### config.mk
export PLATFORM = sky130hd
export DESIGN_NAME = signed_int_to_radix_digits_unit
export DESIGN_NICKNAME = d
export VERILOG_FILES = /design/src/rtl/rsd_pkg.sv /design/src/rtl/signed_int_to_radix_digits_unit.sv /design/src/rtl/rsd_fifo.sv /design/src/rtl/rsd_front.sv /design/src/rtl/rsd_back.sv
export SDC_FILE = /design/constraint.sdc
export NUM_CORES = 2
export LEC_CHECK = 0
export ABC_CLOCK_PERIOD_IN_PS = 27300
export BUFFER_PORTS_ARGS = -buffer_cell sky130_fd_sc_hd__buf_2
export CORE_AREA = 2 2 274 276
export CTS_CLUSTER_SIZE = 14
export DETAILED_ROUTE_END_ITERATION = 16
export DIE_AREA = 0 0 276 278
export GPL_ROUTABILITY_DRIVEN = 0
export PLACE_DENSITY_LB_ADDON = 0.3
export SYNTH_ARGS = -nofsm -noshare
export SYNTH_HDL_FRONTEND = slang
export SYNTH_SLANG_ARGS = --single-unit
### constraint.sdc
create_clock -name clk -period 27.3 [get_ports clk]
set_input_delay 0 -clock clk [delete_from_list [all_inputs] [get_ports clk]]
set_output_delay 0 -clock clk [all_outputs]
set_load 0.03 [all_outputs]
### src/rtl/rsd_pkg.sv
// ---------------------------------------------------------------------------
// rsd_pkg: shared types and constants of the radix digit unit
// Widths of the ports, configuration reset values, register indexes and the
// beat types that travel between the front end, the queues and the back end.
// ---------------------------------------------------------------------------
package rsd_pkg;

    // Field widths
    localparam int VALUE_W     = 32;
    localparam int CHAR_W      = 8;
    localparam int RADIX_W     = 5;
    localparam int CFG_W       = 64;
    localparam int CFG_ADDR_W  = 2;
    localparam int NUM_SYMBOLS = 16;
    localparam int SYM_IDX_W   = 4;
    localparam int SYMS_W      = 2 * CFG_W;

    // Default largest radix
    localparam int MAX_RADIX_DEF = 16;

    // Digit stack: one digit per bit of the magnitude at most
    localparam int STACK_DEPTH = VALUE_W;
    localparam int STACK_IDX_W = $clog2(STACK_DEPTH);
    localparam int STACK_CNT_W = STACK_IDX_W + 1;

    // Divider: quotient bits resolved per cycle, cycles per digit
    localparam int DIV_BITS    = 8;
    localparam int DIV_STEPS   = VALUE_W / DIV_BITS;
    localparam int DIV_STEP_W  = $clog2(DIV_STEPS);

    // Queue depth between the sides
    localparam int QUEUE_DEPTH = 2;

    // Register indexes
    localparam logic [CFG_ADDR_W-1:0] REG_RADIX      = 2'd0;
    localparam logic [CFG_ADDR_W-1:0] REG_SYMBOLS_LO = 2'd1;
    localparam logic [CFG_ADDR_W-1:0] REG_SYMBOLS_HI = 2'd2;

    // Reset values
    localparam logic [RADIX_W-1:0] RADIX_RST      = 5'd10;
    localparam logic [CFG_W-1:0]   SYMBOLS_LO_RST = 64'h3736353433323130;
    localparam logic [CFG_W-1:0]   SYMBOLS_HI_RST = 64'h0;

    // Special characters
    localparam logic [CHAR_W-1:0] CH_MINUS = 8'h2D;
    localparam logic [CHAR_W-1:0] CH_PLUS  = 8'h2B;
    localparam logic [CHAR_W-1:0] CH_NUL   = 8'h00;

    // Configuration seen by the back end
    typedef struct packed {
        logic [RADIX_W-1:0] radix;
        logic [SYMS_W-1:0]  symbols;
    } cfg_t;

    // Classified item in the work queue
    typedef struct packed {
        logic               neg;
        logic [VALUE_W-1:0] mag;
    } item_t;

    // Character beat in the result queue
    typedef struct packed {
        logic [CHAR_W-1:0] ch;
        logic              last;
    } char_beat_t;

endpackage

### src/rtl/signed_int_to_radix_digits_unit.sv
// ---------------------------------------------------------------------------
// signed_int_to_radix_digits_unit: signed integer to text in any radix
// Converts each 32-bit signed value into its characters in the configured
// radix, with a leading minus sign for negatives.
// ---------------------------------------------------------------------------
// A value is converted in the back end one digit at a time: each digit comes
// from the shared divider, which resolves eight quotient bits per cycle, and
// each character then enters the result queue once that queue is not full.
// The front end takes the next value and the result queue holds finished
// characters while the divider works. A value may be pushed from the clock
// edge that follows a configuration write; if the symbol set is unusable,
// values are taken and produce no characters.
// ---------------------------------------------------------------------------
module signed_int_to_radix_digits_unit
    import rsd_pkg::*;
#(
    parameter int MAX_RADIX = MAX_RADIX_DEF
)
(
    input  logic                  clk,
    input  logic                  rst_n,
    input  logic                  cfg_wr_en,
    input  logic [CFG_ADDR_W-1:0] cfg_addr,
    input  logic [CFG_W-1:0]      cfg_wdata,
    input  logic                  push,
    output logic                  full,
    input  logic [VALUE_W-1:0]    value,
    output logic                  empty,
    input  logic                  pop,
    output logic [CHAR_W-1:0]     out_char,
    output logic                  last
);

    cfg_t       cfg;
    item_t      fq_wr_item;
    item_t      fq_rd_item;
    logic       fq_push;
    logic       fq_pop;
    logic       fq_full;
    logic       fq_empty;
    char_beat_t oq_wr_beat;
    char_beat_t oq_rd_beat;
    logic       oq_push;
    logic       oq_full;

    // Front end: configuration and classification
    rsd_front #(
        .MAX_RADIX (MAX_RADIX)
    ) u_front (
        .clk       (clk),
        .rst_n     (rst_n),
        .cfg_wr_en (cfg_wr_en),
        .cfg_addr  (cfg_addr),
        .cfg_wdata (cfg_wdata),
        .push      (push),
        .value     (value),
        .full      (full),
        .q_full    (fq_full),
        .q_push    (fq_push),
        .q_item    (fq_wr_item),
        .cfg       (cfg)
    );

    // Work queue between the two sides
    rsd_fifo #(
        .WIDTH ($bits(item_t)),
        .DEPTH (QUEUE_DEPTH)
    ) u_work_q (
        .clk     (clk),
        .rst_n   (rst_n),
        .wr_en   (fq_push),
        .wr_data (fq_wr_item),
        .rd_en   (fq_pop),
        .rd_data (fq_rd_item),
        .full    (fq_full),
        .empty   (fq_empty)
    );

    // Back end: division and emission
    rsd_back #(
        .MAX_RADIX (MAX_RADIX)
    ) u_back (
        .clk     (clk),
        .rst_n   (rst_n),
        .cfg     (cfg),
        .q_empty (fq_empty),
        .q_item  (fq_rd_item),
        .q_pop   (fq_pop),
        .o_full  (oq_full),
        .o_push  (oq_push),
        .o_beat  (oq_wr_beat)
    );

    // Result queue towards the consumer
    rsd_fifo #(
        .WIDTH ($bits(char_beat_t)),
        .DEPTH (QUEUE_DEPTH)
    ) u_result_q (
        .clk     (clk),
        .rst_n   (rst_n),
        .wr_en   (oq_push),
        .wr_data (oq_wr_beat),
        .rd_en   (pop),
        .rd_data (oq_rd_beat),
        .full    (oq_full),
        .empty   (empty)
    );

    assign out_char = oq_rd_beat.ch;
    assign last     = oq_rd_beat.last;

endmodule

### src/rtl/rsd_fifo.sv
// ---------------------------------------------------------------------------
// rsd_fifo: small synchronous queue
// Register-based first-in first-out store with full and empty flags. A beat
// may be written and read in the same cycle.
// ---------------------------------------------------------------------------
module rsd_fifo
    import rsd_pkg::*;
#(
    parameter int WIDTH = 8,
    parameter int DEPTH = QUEUE_DEPTH
)
(
    input  logic             clk,
    input  logic             rst_n,
    input  logic             wr_en,
    input  logic [WIDTH-1:0] wr_data,
    input  logic             rd_en,
    output logic [WIDTH-1:0] rd_data,
    output logic             full,
    output logic             empty
);

    localparam int AW = (DEPTH > 1) ? $clog2(DEPTH) : 1;

    logic [WIDTH-1:0] mem_reg [DEPTH];
    logic [AW:0]      wr_ptr_reg;
    logic [AW:0]      rd_ptr_reg;
    logic             do_wr;
    logic             do_rd;

    // Status flags from the pointer difference
    assign empty = (wr_ptr_reg == rd_ptr_reg);
    assign full  = (wr_ptr_reg[AW] != rd_ptr_reg[AW]) &&
                   (wr_ptr_reg[AW-1:0] == rd_ptr_reg[AW-1:0]);
    assign do_wr = wr_en && !full;
    assign do_rd = rd_en && !empty;
    assign rd_data = mem_reg[rd_ptr_reg[AW-1:0]];

    // Pointers
    always_ff @(posedge clk or negedge rst_n)
    begin
        if (!rst_n)
        begin
            wr_ptr_reg <= '0;
            rd_ptr_reg <= '0;
        end
        else
        begin
            if (do_wr)
            begin
                wr_ptr_reg <= wr_ptr_reg + 1'b1;
            end
            if (do_rd)
            begin
                rd_ptr_reg <= rd_ptr_reg + 1'b1;
            end
        end
    end

    // Storage
    always_ff @(posedge clk)
    begin
        if (do_wr)
        begin
            mem_reg[wr_ptr_reg[AW-1:0]] <= wr_data;
        end
    end

endmodule

### src/rtl/rsd_front.sv
// ---------------------------------------------------------------------------
// rsd_front: configuration and item classification
// Holds the configuration registers and a registered check of the symbol
// set. Accepted values are split into sign and unsigned magnitude and passed
// to the work queue; values seen under an unusable symbol set are dropped.
// ---------------------------------------------------------------------------
module rsd_front
    import rsd_pkg::*;
#(
    parameter int MAX_RADIX = MAX_RADIX_DEF
)
(
    input  logic                  clk,
    input  logic                  rst_n,
    input  logic                  cfg_wr_en,
    input  logic [CFG_ADDR_W-1:0] cfg_addr,
    input  logic [CFG_W-1:0]      cfg_wdata,
    input  logic                  push,
    input  logic [VALUE_W-1:0]    value,
    output logic                  full,
    input  logic                  q_full,
    output logic                  q_push,
    output item_t                 q_item,
    output cfg_t                  cfg
);

    logic [RADIX_W-1:0] radix_reg;
    logic [CFG_W-1:0]   symbols_lo_reg;
    logic [CFG_W-1:0]   symbols_hi_reg;
    logic               cfg_ok_reg;
    logic               cfg_ok_next;
    logic               stg_busy_reg;
    logic               stg_busy_next;
    item_t              stg_item_reg;
    logic               accept;
    logic               drain;
    logic [SYMS_W-1:0]  syms;

    assign syms = {symbols_hi_reg, symbols_lo_reg};
    assign cfg.radix   = radix_reg;
    assign cfg.symbols = syms;

    // Configuration registers
    always_ff @(posedge clk or negedge rst_n)
    begin
        if (!rst_n)
        begin
            radix_reg      <= RADIX_RST;
            symbols_lo_reg <= SYMBOLS_LO_RST;
            symbols_hi_reg <= SYMBOLS_HI_RST;
        end
        else if (cfg_wr_en)
        begin
            unique case (cfg_addr)
                REG_RADIX:      radix_reg      <= cfg_wdata[RADIX_W-1:0];
                REG_SYMBOLS_LO: symbols_lo_reg <= cfg_wdata;
                REG_SYMBOLS_HI: symbols_hi_reg <= cfg_wdata;
                default:        ;
            endcase
        end
    end

    // Symbol set check: radix in range, no reserved or repeated symbol
    always_comb
    begin
        cfg_ok_next = (radix_reg >= RADIX_W'(2)) && (radix_reg <= RADIX_W'(MAX_RADIX));
        for (int i = 0; i < MAX_RADIX; i++)
        begin
            if (RADIX_W'(i) < radix_reg)
            begin
                if (syms[i*CHAR_W +: CHAR_W] == CH_NUL   ||
                    syms[i*CHAR_W +: CHAR_W] == CH_PLUS  ||
                    syms[i*CHAR_W +: CHAR_W] == CH_MINUS)
                begin
                    cfg_ok_next = 1'b0;
                end
                for (int j = i + 1; j < MAX_RADIX; j++)
                begin
                    if (RADIX_W'(j) < radix_reg &&
                        syms[j*CHAR_W +: CHAR_W] == syms[i*CHAR_W +: CHAR_W])
                    begin
                        cfg_ok_next = 1'b0;
                    end
                end
            end
        end
    end

    always_ff @(posedge clk or negedge rst_n)
    begin
        if (!rst_n)
        begin
            cfg_ok_reg <= 1'b0;
        end
        else
        begin
            cfg_ok_reg <= cfg_ok_next;
        end
    end

    // Staging register: a beat leaves towards the queue or is dropped
    assign drain         = stg_busy_reg && (!cfg_ok_reg || !q_full);
    assign full          = stg_busy_reg && !drain;
    assign accept        = push && !full;
    assign stg_busy_next = accept || (stg_busy_reg && !drain);
    assign q_push        = stg_busy_reg && cfg_ok_reg && !q_full;
    assign q_item        = stg_item_reg;

    always_ff @(posedge clk or negedge rst_n)
    begin
        if (!rst_n)
        begin
            stg_busy_reg <= 1'b0;
        end
        else
        begin
            stg_busy_reg <= stg_busy_next;
        end
    end

    // Sign and magnitude; the most negative value keeps 2^31 as magnitude
    always_ff @(posedge clk)
    begin
        if (accept)
        begin
            stg_item_reg.neg <= value[VALUE_W-1];
            stg_item_reg.mag <= value[VALUE_W-1] ? (VALUE_W'(0) - value) : value;
        end
    end

endmodule

### src/rtl/rsd_back.sv
// ---------------------------------------------------------------------------
// rsd_back: digit generation and character output
// Divides the magnitude repeatedly by the radix, eight quotient bits a
// cycle, stacks the remainders, then emits the sign and the digit symbols
// most significant first into the result queue.
// ---------------------------------------------------------------------------
module rsd_back
    import rsd_pkg::*;
#(
    parameter int MAX_RADIX = MAX_RADIX_DEF
)
(
    input  logic       clk,
    input  logic       rst_n,
    input  cfg_t       cfg,
    input  logic       q_empty,
    input  item_t      q_item,
    output logic       q_pop,
    input  logic       o_full,
    output logic       o_push,
    output char_beat_t o_beat
);

    localparam int RW = (MAX_RADIX > 2) ? $clog2(MAX_RADIX) : 1;

    localparam logic [1:0] ST_IDLE  = 2'd0;
    localparam logic [1:0] ST_DIV   = 2'd1;
    localparam logic [1:0] ST_SIGN  = 2'd2;
    localparam logic [1:0] ST_DIGIT = 2'd3;

    logic [1:0]             state_reg;
    logic [VALUE_W-1:0]     mag_reg;
    logic [RW-1:0]          rem_reg;
    logic [DIV_STEP_W-1:0]  step_reg;
    logic [STACK_CNT_W-1:0] cnt_reg;
    logic                   neg_reg;
    logic [RW-1:0]          stack_reg [STACK_DEPTH];
    logic [VALUE_W-1:0]     div_mag;
    logic [RW-1:0]          div_rem;
    logic [RADIX_W-1:0]     trial;
    logic [STACK_IDX_W-1:0] rd_idx;
    logic [SYM_IDX_W-1:0]   sym_idx;

    // Eight restoring division steps on the narrow remainder
    always_comb
    begin
        div_mag = mag_reg;
        div_rem = rem_reg;
        trial   = '0;
        for (int k = 0; k < DIV_BITS; k++)
        begin
            trial   = RADIX_W'({div_rem, div_mag[VALUE_W-1]});
            div_mag = {div_mag[VALUE_W-2:0], 1'b0};
            if (trial >= cfg.radix)
            begin
                div_mag[0] = 1'b1;
                div_rem    = RW'(trial - cfg.radix);
            end
            else
            begin
                div_rem = RW'(trial);
            end
        end
    end

    // Output beat: minus sign or the symbol of the top stacked digit
    assign rd_idx  = STACK_IDX_W'(cnt_reg - 1'b1);
    assign sym_idx = SYM_IDX_W'(stack_reg[rd_idx]);
    assign q_pop   = (state_reg == ST_IDLE) && !q_empty;
    assign o_push  = ((state_reg == ST_SIGN) || (state_reg == ST_DIGIT)) && !o_full;

    always_comb
    begin
        if (state_reg == ST_SIGN)
        begin
            o_beat.ch   = CH_MINUS;
            o_beat.last = 1'b0;
        end
        else
        begin
            o_beat.ch   = cfg.symbols[{sym_idx, 3'b000} +: CHAR_W];
            o_beat.last = (cnt_reg == STACK_CNT_W'(1));
        end
    end

    // Sequencer
    always_ff @(posedge clk or negedge rst_n)
    begin
        if (!rst_n)
        begin
            state_reg <= ST_IDLE;
            cnt_reg   <= '0;
            step_reg  <= '0;
            rem_reg   <= '0;
            neg_reg   <= 1'b0;
        end
        else
        begin
            unique case (state_reg)
                ST_IDLE:
                begin
                    if (!q_empty)
                    begin
                        neg_reg   <= q_item.neg;
                        rem_reg   <= '0;
                        step_reg  <= '0;
                        cnt_reg   <= '0;
                        state_reg <= ST_DIV;
                    end
                end
                ST_DIV:
                begin
                    step_reg <= step_reg + 1'b1;
                    if (step_reg == DIV_STEP_W'(DIV_STEPS - 1))
                    begin
                        cnt_reg <= cnt_reg + 1'b1;
                        rem_reg <= '0;
                        if (div_mag == '0)
                        begin
                            state_reg <= neg_reg ? ST_SIGN : ST_DIGIT;
                        end
                    end
                    else
                    begin
                        rem_reg <= div_rem;
                    end
                end
                ST_SIGN:
                begin
                    if (!o_full)
                    begin
                        state_reg <= ST_DIGIT;
                    end
                end
                ST_DIGIT:
                begin
                    if (!o_full)
                    begin
                        cnt_reg <= cnt_reg - 1'b1;
                        if (cnt_reg == STACK_CNT_W'(1))
                        begin
                            state_reg <= ST_IDLE;
                        end
                    end
                end
                default:
                begin
                    state_reg <= ST_IDLE;
                end
            endcase
        end
    end

    // Magnitude shifter and digit stack
    always_ff @(posedge clk)
    begin
        if (state_reg == ST_IDLE && !q_empty)
        begin
            mag_reg <= q_item.mag;
        end
        else if (state_reg == ST_DIV)
        begin
            mag_reg <= div_mag;
            if (step_reg == DIV_STEP_W'(DIV_STEPS - 1))
            begin
                stack_reg[cnt_reg[STACK_IDX_W-1:0]] <= div_rem;
            end
        end
    end

    // The stack never holds more digits than the magnitude has bits.
    a_stack_bound: assert property (@(posedge clk) disable iff (!rst_n)
        cnt_reg <= STACK_CNT_W'(STACK_DEPTH))
        else $error("digit stack overflow");

    // A partial remainder always stays below the radix.
    a_rem_range: assert property (@(posedge clk) disable iff (!rst_n)
        (state_reg == ST_DIV) |-> (RADIX_W'(rem_reg) < cfg.radix))
        else $error("remainder not below radix");

    // Output starts only with at least one digit stacked.
    a_emit_digits: assert property (@(posedge clk) disable iff (!rst_n)
        ((state_reg == ST_SIGN) || (state_reg == ST_DIGIT)) |-> (cnt_reg != '0))
        else $error("emission with empty digit stack");

    // The final digit beat returns the sequencer to idle.
    a_last_idle: assert property (@(posedge clk) disable iff (!rst_n)
        (o_push && o_beat.last) |=> (state_reg == ST_IDLE))
        else $error("sequencer busy after final character");

endmodule

# Word level (Yosys, flattened, before mapping)
# Memory sizes are Yosys's and may differ from the RTL's.
# Cells that the tools add are included.
dict set report word_totals {
  elab_cells 638
  mem_bits_rw 212
  register_bits 223
  mem_count 3
  in_bits 103
}
dict set report op_classes {
  reduce_logical 205
  add_sub_neg 16
  bitwise 1
  order_cmp 26
  mux 197
  n_shift 1
  eq_ne 171
}
# memory words width rd rd_ports_with_merged_regs wr line
set mem_list {}
lappend mem_list {u_back.stack_reg 32 4 1 0 1 rsd_back.sv:37} ;# logic [RW-1:0] stack_reg [STACK_DEPTH];
lappend mem_list {u_work_q.mem_reg 2 33 1 0 1 rsd_fifo.sv:25} ;# logic [WIDTH-1:0] mem_reg [DEPTH];
lappend mem_list {u_result_q.mem_reg 2 9 1 0 1 rsd_fifo.sv:25}
# op n
set ops {}
lappend ops {{equality test 8 bit} 120}
lappend ops {{equality test 8 x 6 -> 1 bit (second input constant)} 32}
lappend ops {{two-way mux 1 bit} 169}
lappend ops {{logical AND 1 bit} 134}
lappend ops {{logical NOT 8 bit} 16}
lappend ops {{indexed part select 128 x 8 -> 8 bit} 1}
lappend ops {{two-way mux 32 bit} 2}
lappend ops {{>= comparator 5 bit} 8}
lappend ops {{< comparator 4 x 5 -> 1 bit (first input constant)} 8}
lappend ops {{two-way mux 4 bit} 10}
lappend ops {{logical OR 1 bit} 35}
lappend ops {{logical NOT 32 bit} 1}
lappend ops {{subtractor 1 x 32 -> 32 bit (first input constant)} 1}
lappend ops {{subtractor 4 bit} 8}
lappend ops {{two-way mux 31 bit} 1}
lappend ops {{< comparator 3 x 5 -> 1 bit (first input constant)} 4}
lappend ops {{two-way mux 6 bit} 3}
lappend ops {{case mux 6 bit (3 select lines)} 1}
lappend ops {{two-way mux 2 bit} 7}
lappend ops {{adder 2 x 1 -> 2 bit (second input constant)} 5}
lappend ops {{< comparator 1 x 5 -> 1 bit (first input constant)} 2}
lappend ops {{< comparator 2 x 5 -> 1 bit (first input constant)} 2}
lappend ops {{AND reduction 2 bit} 5}
lappend ops {{two-way mux 9 bit} 1}
lappend ops {{other kinds (22)} 41}

# Logic depth before layout (Yosys ltp)
dict set report logic_depth {
  depth_word 155
  ltp_mapped 62
  depth_no_buf 59
}

# Cells and area by module
# From an unflattened synthesis, not the netlist that was laid out.
dict set report hier_totals {
  cells_unflattened 3194
  hier_area_um2 33464.6
}
# mod n_inst seq_area_each_um2 cells_each area_per_inst_um2
set modules_own_cells {}
lappend modules_own_cells {rsd_front 1 4406.7 2161 19625.1}
lappend modules_own_cells {rsd_back 1 5180.0 847 10333.7}
lappend modules_own_cells {{rsd_fifo (u_work_q)} 1 2082.0 130 2625.0}
lappend modules_own_cells {{rsd_fifo (u_result_q)} 1 640.6 56 880.8}

# Worst setup path after synthesis
# Ideal clock, no wire load.
dict set report synth_path {
  kind {flip-flop to flip-flop}
  from {reg u_front.radix_reg[1]}
  to {mem u_back.stack_reg[0][3] (netlist bit), data pin}
  slack_ns 14.261
  n_path_buf 3
  period_less_slack_ns 13.039
  path_stages_with_launch 60
  t_arrival_ns 12.647
  required_time_ns 26.908
  path_cell_list {dfstp_2 clkbuf_1 inv_1 ha_1 nor2b_1 o21ai_0 nand3b_1 a21o_1 a21o_1 clkbuf_1 mux2i_1 ha_1 a21o_1 a21o_1 a21o_1 a21o_1 mux2i_1 ha_1 (+24 left out) a21o_1 a21o_1 nor2b_1 or2_2 ha_1 o21ai_0 nand3b_1 a21o_1 a21o_1 clkbuf_1 a21oi_1 ha_1 o21ai_0 nand2b_1 a21o_1 a21o_1 a21oi_1 mux2i_1}
}
dict set report synth_via {
  elab_chain_cells 16
}
# element line
set synth_rtl {}
lappend synth_rtl {{start, declared} rsd_front.sv:27} ;# logic [RADIX_W-1:0] radix_reg;
lappend synth_rtl {{start signal, assigned} rsd_front.sv:55} ;# REG_RADIX: radix_reg <= cfg_wdata[RADIX_W-1:0];
lappend synth_rtl {{subtractor 4 bit / >= comparator 5 bit (equally long branches)} {rsd_back.sv:57, rsd_back.sv:54}}
lappend synth_rtl {{two-way mux 4 bit} rsd_back.sv:54} ;# if (trial >= cfg.radix)
lappend synth_rtl {{subtractor 4 bit / >= comparator 5 bit (equally long branches)} {rsd_back.sv:57, rsd_back.sv:54}}
lappend synth_rtl {{two-way mux 4 bit} rsd_back.sv:54}
lappend synth_rtl {{subtractor 4 bit / >= comparator 5 bit (equally long branches)} {rsd_back.sv:57, rsd_back.sv:54}}
lappend synth_rtl {{two-way mux 4 bit} rsd_back.sv:54}
lappend synth_rtl {{>= comparator 5 bit / subtractor 4 bit (equally long branches)} {rsd_back.sv:54, rsd_back.sv:57}}
lappend synth_rtl {{two-way mux 4 bit} rsd_back.sv:54}
lappend synth_rtl {{subtractor 4 bit / >= comparator 5 bit (equally long branches)} {rsd_back.sv:57, rsd_back.sv:54}}
lappend synth_rtl {{two-way mux 4 bit} rsd_back.sv:54}
lappend synth_rtl {{subtractor 4 bit / >= comparator 5 bit (equally long branches)} {rsd_back.sv:57, rsd_back.sv:54}}
lappend synth_rtl {{two-way mux 4 bit} rsd_back.sv:54}
lappend synth_rtl {{>= comparator 5 bit / subtractor 4 bit (equally long branches)} {rsd_back.sv:54, rsd_back.sv:57}}
lappend synth_rtl {{two-way mux 4 bit} rsd_back.sv:54}
lappend synth_rtl {{subtractor 4 bit / >= comparator 5 bit (equally long branches)} {rsd_back.sv:57, rsd_back.sv:54}}
lappend synth_rtl {{two-way mux 4 bit (*)} rsd_back.sv:54}
lappend synth_rtl {{named net u_back.div_rem[3]} rsd_back.sv:39} ;# logic [RW-1:0] div_rem;
lappend synth_rtl {{end, declared} rsd_back.sv:37}
# The timed path passes the listed nets; every way through them passes the cells marked *.

# Worst setup path in the final report
dict set report layout_path {
  from {reg u_front.radix_reg[1]}
  to {mem u_back.stack_reg[18][0] (netlist bit), data pin}
}
dict set report layout_via {
  elab_chain_cells 16
}
# element line
set layout_rtl {}
lappend layout_rtl {{subtractor 4 bit / >= comparator 5 bit (equally long branches)} {rsd_back.sv:57, rsd_back.sv:54}}
lappend layout_rtl {{two-way mux 4 bit} rsd_back.sv:54}
lappend layout_rtl {{subtractor 4 bit / >= comparator 5 bit (equally long branches)} {rsd_back.sv:57, rsd_back.sv:54}}
lappend layout_rtl {{two-way mux 4 bit} rsd_back.sv:54}
lappend layout_rtl {{subtractor 4 bit / >= comparator 5 bit (equally long branches)} {rsd_back.sv:57, rsd_back.sv:54}}
lappend layout_rtl {{two-way mux 4 bit} rsd_back.sv:54}
lappend layout_rtl {{>= comparator 5 bit / subtractor 4 bit (equally long branches)} {rsd_back.sv:54, rsd_back.sv:57}}
lappend layout_rtl {{two-way mux 4 bit} rsd_back.sv:54}
lappend layout_rtl {{subtractor 4 bit / >= comparator 5 bit (equally long branches)} {rsd_back.sv:57, rsd_back.sv:54}}
lappend layout_rtl {{two-way mux 4 bit} rsd_back.sv:54}
lappend layout_rtl {{subtractor 4 bit / >= comparator 5 bit (equally long branches)} {rsd_back.sv:57, rsd_back.sv:54}}
lappend layout_rtl {{two-way mux 4 bit} rsd_back.sv:54}
lappend layout_rtl {{subtractor 4 bit / >= comparator 5 bit (equally long branches)} {rsd_back.sv:57, rsd_back.sv:54}}
lappend layout_rtl {{two-way mux 4 bit} rsd_back.sv:54}
lappend layout_rtl {{>= comparator 5 bit (*)} rsd_back.sv:54}
lappend layout_rtl {{two-way mux 4 bit (*)} rsd_back.sv:54}
lappend layout_rtl {{named net u_back.div_rem[0]} rsd_back.sv:39}
# Marks and branches as above.

==> flow_summary_export.csv <==
group,metric,value,unit
synthesis,synth_edf_count,277,
global_route,grt_usage,28.7,%
layout,drive_above_1_share,17.0,%
timing,period_minus_slack,14150,ps
worst_hold_path,hp-class,"in2reg",
detailed_routing,vias_per_cell,6.24,
layout,final_common_cell,"xnor2_1",
global_route,grt-ovfl-total,0,
critical_path,cpPeakStageDelay,710,ps
floorplan,pin_count,114,
detailed_routing,dr.pass1.iters,7,
clock_tree,cts_root_buf,"clkbuf_16",
synthesis,syn_inst,3101,
detailed_routing,drt_wl_total,112000,um
layout,nets,3341,
synthesis,ys_types,68,
layout,largest_reg_flops,128,
layout,area_delta_synth_final,12.9,%
placement,io_buffers,113,
critical_path,end_kind,"flop",
clock_tree,postCtsResizedCells,0,
detailed_routing,wl_per_cell,26.8,um
synthesis,ys_seq_area_share,37.5,%
run,maxCapViolations,0,
timing,slew_violations,0,
detailed_routing,wl_met2,50900,um
detailed_routing,drtIter0Drc,3241,
clock_tree,cts_sinks,435,
detailed_routing,vias,26148,
synthesis,synth-seq-cells,435,
outcome,status,"finished, final reports clean",
timing,relSlewSlack,10.9,%
synthesis,synth.avg_cell_area,10.6,um2
global_route,grt_max_degree,68,
floorplan,dieHeight,278,um
detailed_routing,routed.top_layer,"met5",
detailed_routing,drcViolationCount,0,
clock_tree,htree_levels,2,
synthesis,syn_nets,3264,
timing,fin_crit_sh,51.8,%
critical_path,critPathLaunchType,"flop",
critical_path,cp_max_fo,33,
timing,worstMarginPinSlew,1320,ps
detailed_routing,met3_length,12100,um
detailed_routing,m1WireLength,41600,um
critical_path,cp.required,27540,ps
critical_path,critPathSlowestCell,"dfstp_2",
layout,layout_common_cells,"xnor2_1, xor2_1, edfxtp_1, nand4_1, mux2_2",
synthesis,ys_async_sr_fraction,36.3,%
global_route,grt_pass1_wl,167000,um
detailed_routing,antenna_left,0,
floorplan,die_area,0.0767,mm2
timing,finalSetupViolCount,0,
clock_tree,clk_latency,630,ps
timing,final-hold-violation-count,0,
synthesis,synthTopCellsByArea,"edfxtp_1, xnor2_1, dfrtp_1, xor2_1, mux2_2",
synthesis,yosys_warnings,0,
synthesis,synth_top_area_share,25.3,%
timing,rsz0062_at_grt,"false",
timing,finClkSkew,24.8,ps
floorplan,start_util,44.5,%
critical_path,crit_top_cell,"a21o_1",
timing,finalSetupTns,0,ps
global_route,grt_pass1_vias,26226,
global_route,antenna_found_initial,4,
floorplan,fp.dieW,276,um
floorplan,fp-row-count,100,
clock_tree,clk_path_buf_depth,3,
placement,place_hpwl,70000,um
clock_tree,clkTransAtPathRegs,60,ps
synthesis,yosys_most_used_dff,"edfxtp_1",
critical_path,path_class,"reg2reg",
floorplan,coreArea,0.0738,mm2
critical_path,crit_arrival,14390,ps
synthesis,yosysTopAreaCell,"edfxtp_1",
synthesis,syn_area,0.0328,mm2
clock_tree,cts_buffers,47,
timing,max_clock_freq,70.7,MHz
clock_tree,tritoncts,"yes",
==> routing by layer <==
metal / vias to the layer above / global-route usage [%]
met5: - / 0.625
met4: 8 / 16.5
met3: 543 / 6.25
met2: 1730 / 46.1
met1: 12767 / 35.7
li1: 11100 / -
==> stage by stage <==
stage	utilization, %	std cells	area [um2]	setup WS (ps)	hold WS [ps]
after global placement	46.3	3970	34200	14040	-105
after CTS	50.2	4186	37100	13280	113
after floorplan	-	3101	32800	14260	-296
final	50.3	4188	37100	13150	119
after detailed placement	46.3	3970	34200	13310	-96.0
after global routing	50.2	4186	37100	12120	128
==> cells by family (layout without fill, tap and decap cells) <==
group | after synthesis | count (layout) | synth area share (%)
AOI/OAI and AO/OA | 260 | 260 | 4.99
xor gates and xnor gates | 1036 | 1036 | 27.6
adders and majority gates | 60 | 60 | 2.47
buffers and inverters | 363 | 479 | 4.50
DFF | 435 | 435 | 37.5
muxes | 334 | 334 | 12.5
other | 0 | 2 | 0
and+or+nand+nor | 613 | 613 | 10.4
==> synthesized netlist by cell type (all sizes together), types with 72 or more instances <==
library cell  number
o21ai             77
xnor2            713
mux2i            122
dfrtp            128
xor2             323
edfxtp           277
nor2              72
buf              135
mux2             174
clkbuf           191
nor4             103
nand4            178
nor3              76
==> final timing paths <==
path / startpoint / end / slack, ps / cells past startpoint
setup / recovery: u_front.radix_reg[1] / u_back.stack_reg[18][0] / 13150 / 57
hold / removal: push / u_front.stg_busy_reg / 120 / 3
setup reg to reg: u_front.radix_reg[1] / u_back.stack_reg[18][0] / 13150 / 57
hold reg to reg: u_front.q_item[1] / u_work_q.mem_reg[0][1] / 430 / 0
max in group asynchronous: rst_n / u_work_q.rd_ptr_reg[0] / 25900 / 4
min in group asynchronous: rst_n / u_front.symbols_hi_reg[11] / 490 / 4
==> area by class of cell <==
| cell class | instances | area (um2) |
|---|---|---|
| clock inverter | 28 | 368 |
| clock buffer | 60 | 1270 |
| tap | 969 | 1210 |
| inverter | 37 | 139 |
| timing repair buffer | 354 | 2710 |
| fill | 6535 | 36700 |
| sequential | 435 | 12300 |
| multi-input combinational | 2303 | 19100 |
| antenna | 2 | 5.00 |
==> critical path: cells and delay by family, from the launching register on <==
| family | cells | cell delay, ps |
|---|---|---|
| AO/OA/AOI/OAI | 30 | 6850 |
| adder cells (fa/ha/maj) | 8 | 2560 |
| multiplexers | 5 | 1570 |
| AND/OR/NAND/NOR | 12 | 1480 |
| flip-flops | 1 | 710 |
| buffers and inverters | 2 | 520 |
==> timing repair <==
action	CTS	global route
setup endpoints to repair	0	0
hold buffers	128	0
endpoints found under the hold margin	303	0
buffers inserted	0	0
Power is not shown: default switching activity piles up to over one toggle a cycle in this logic, so the estimate is an artifact.
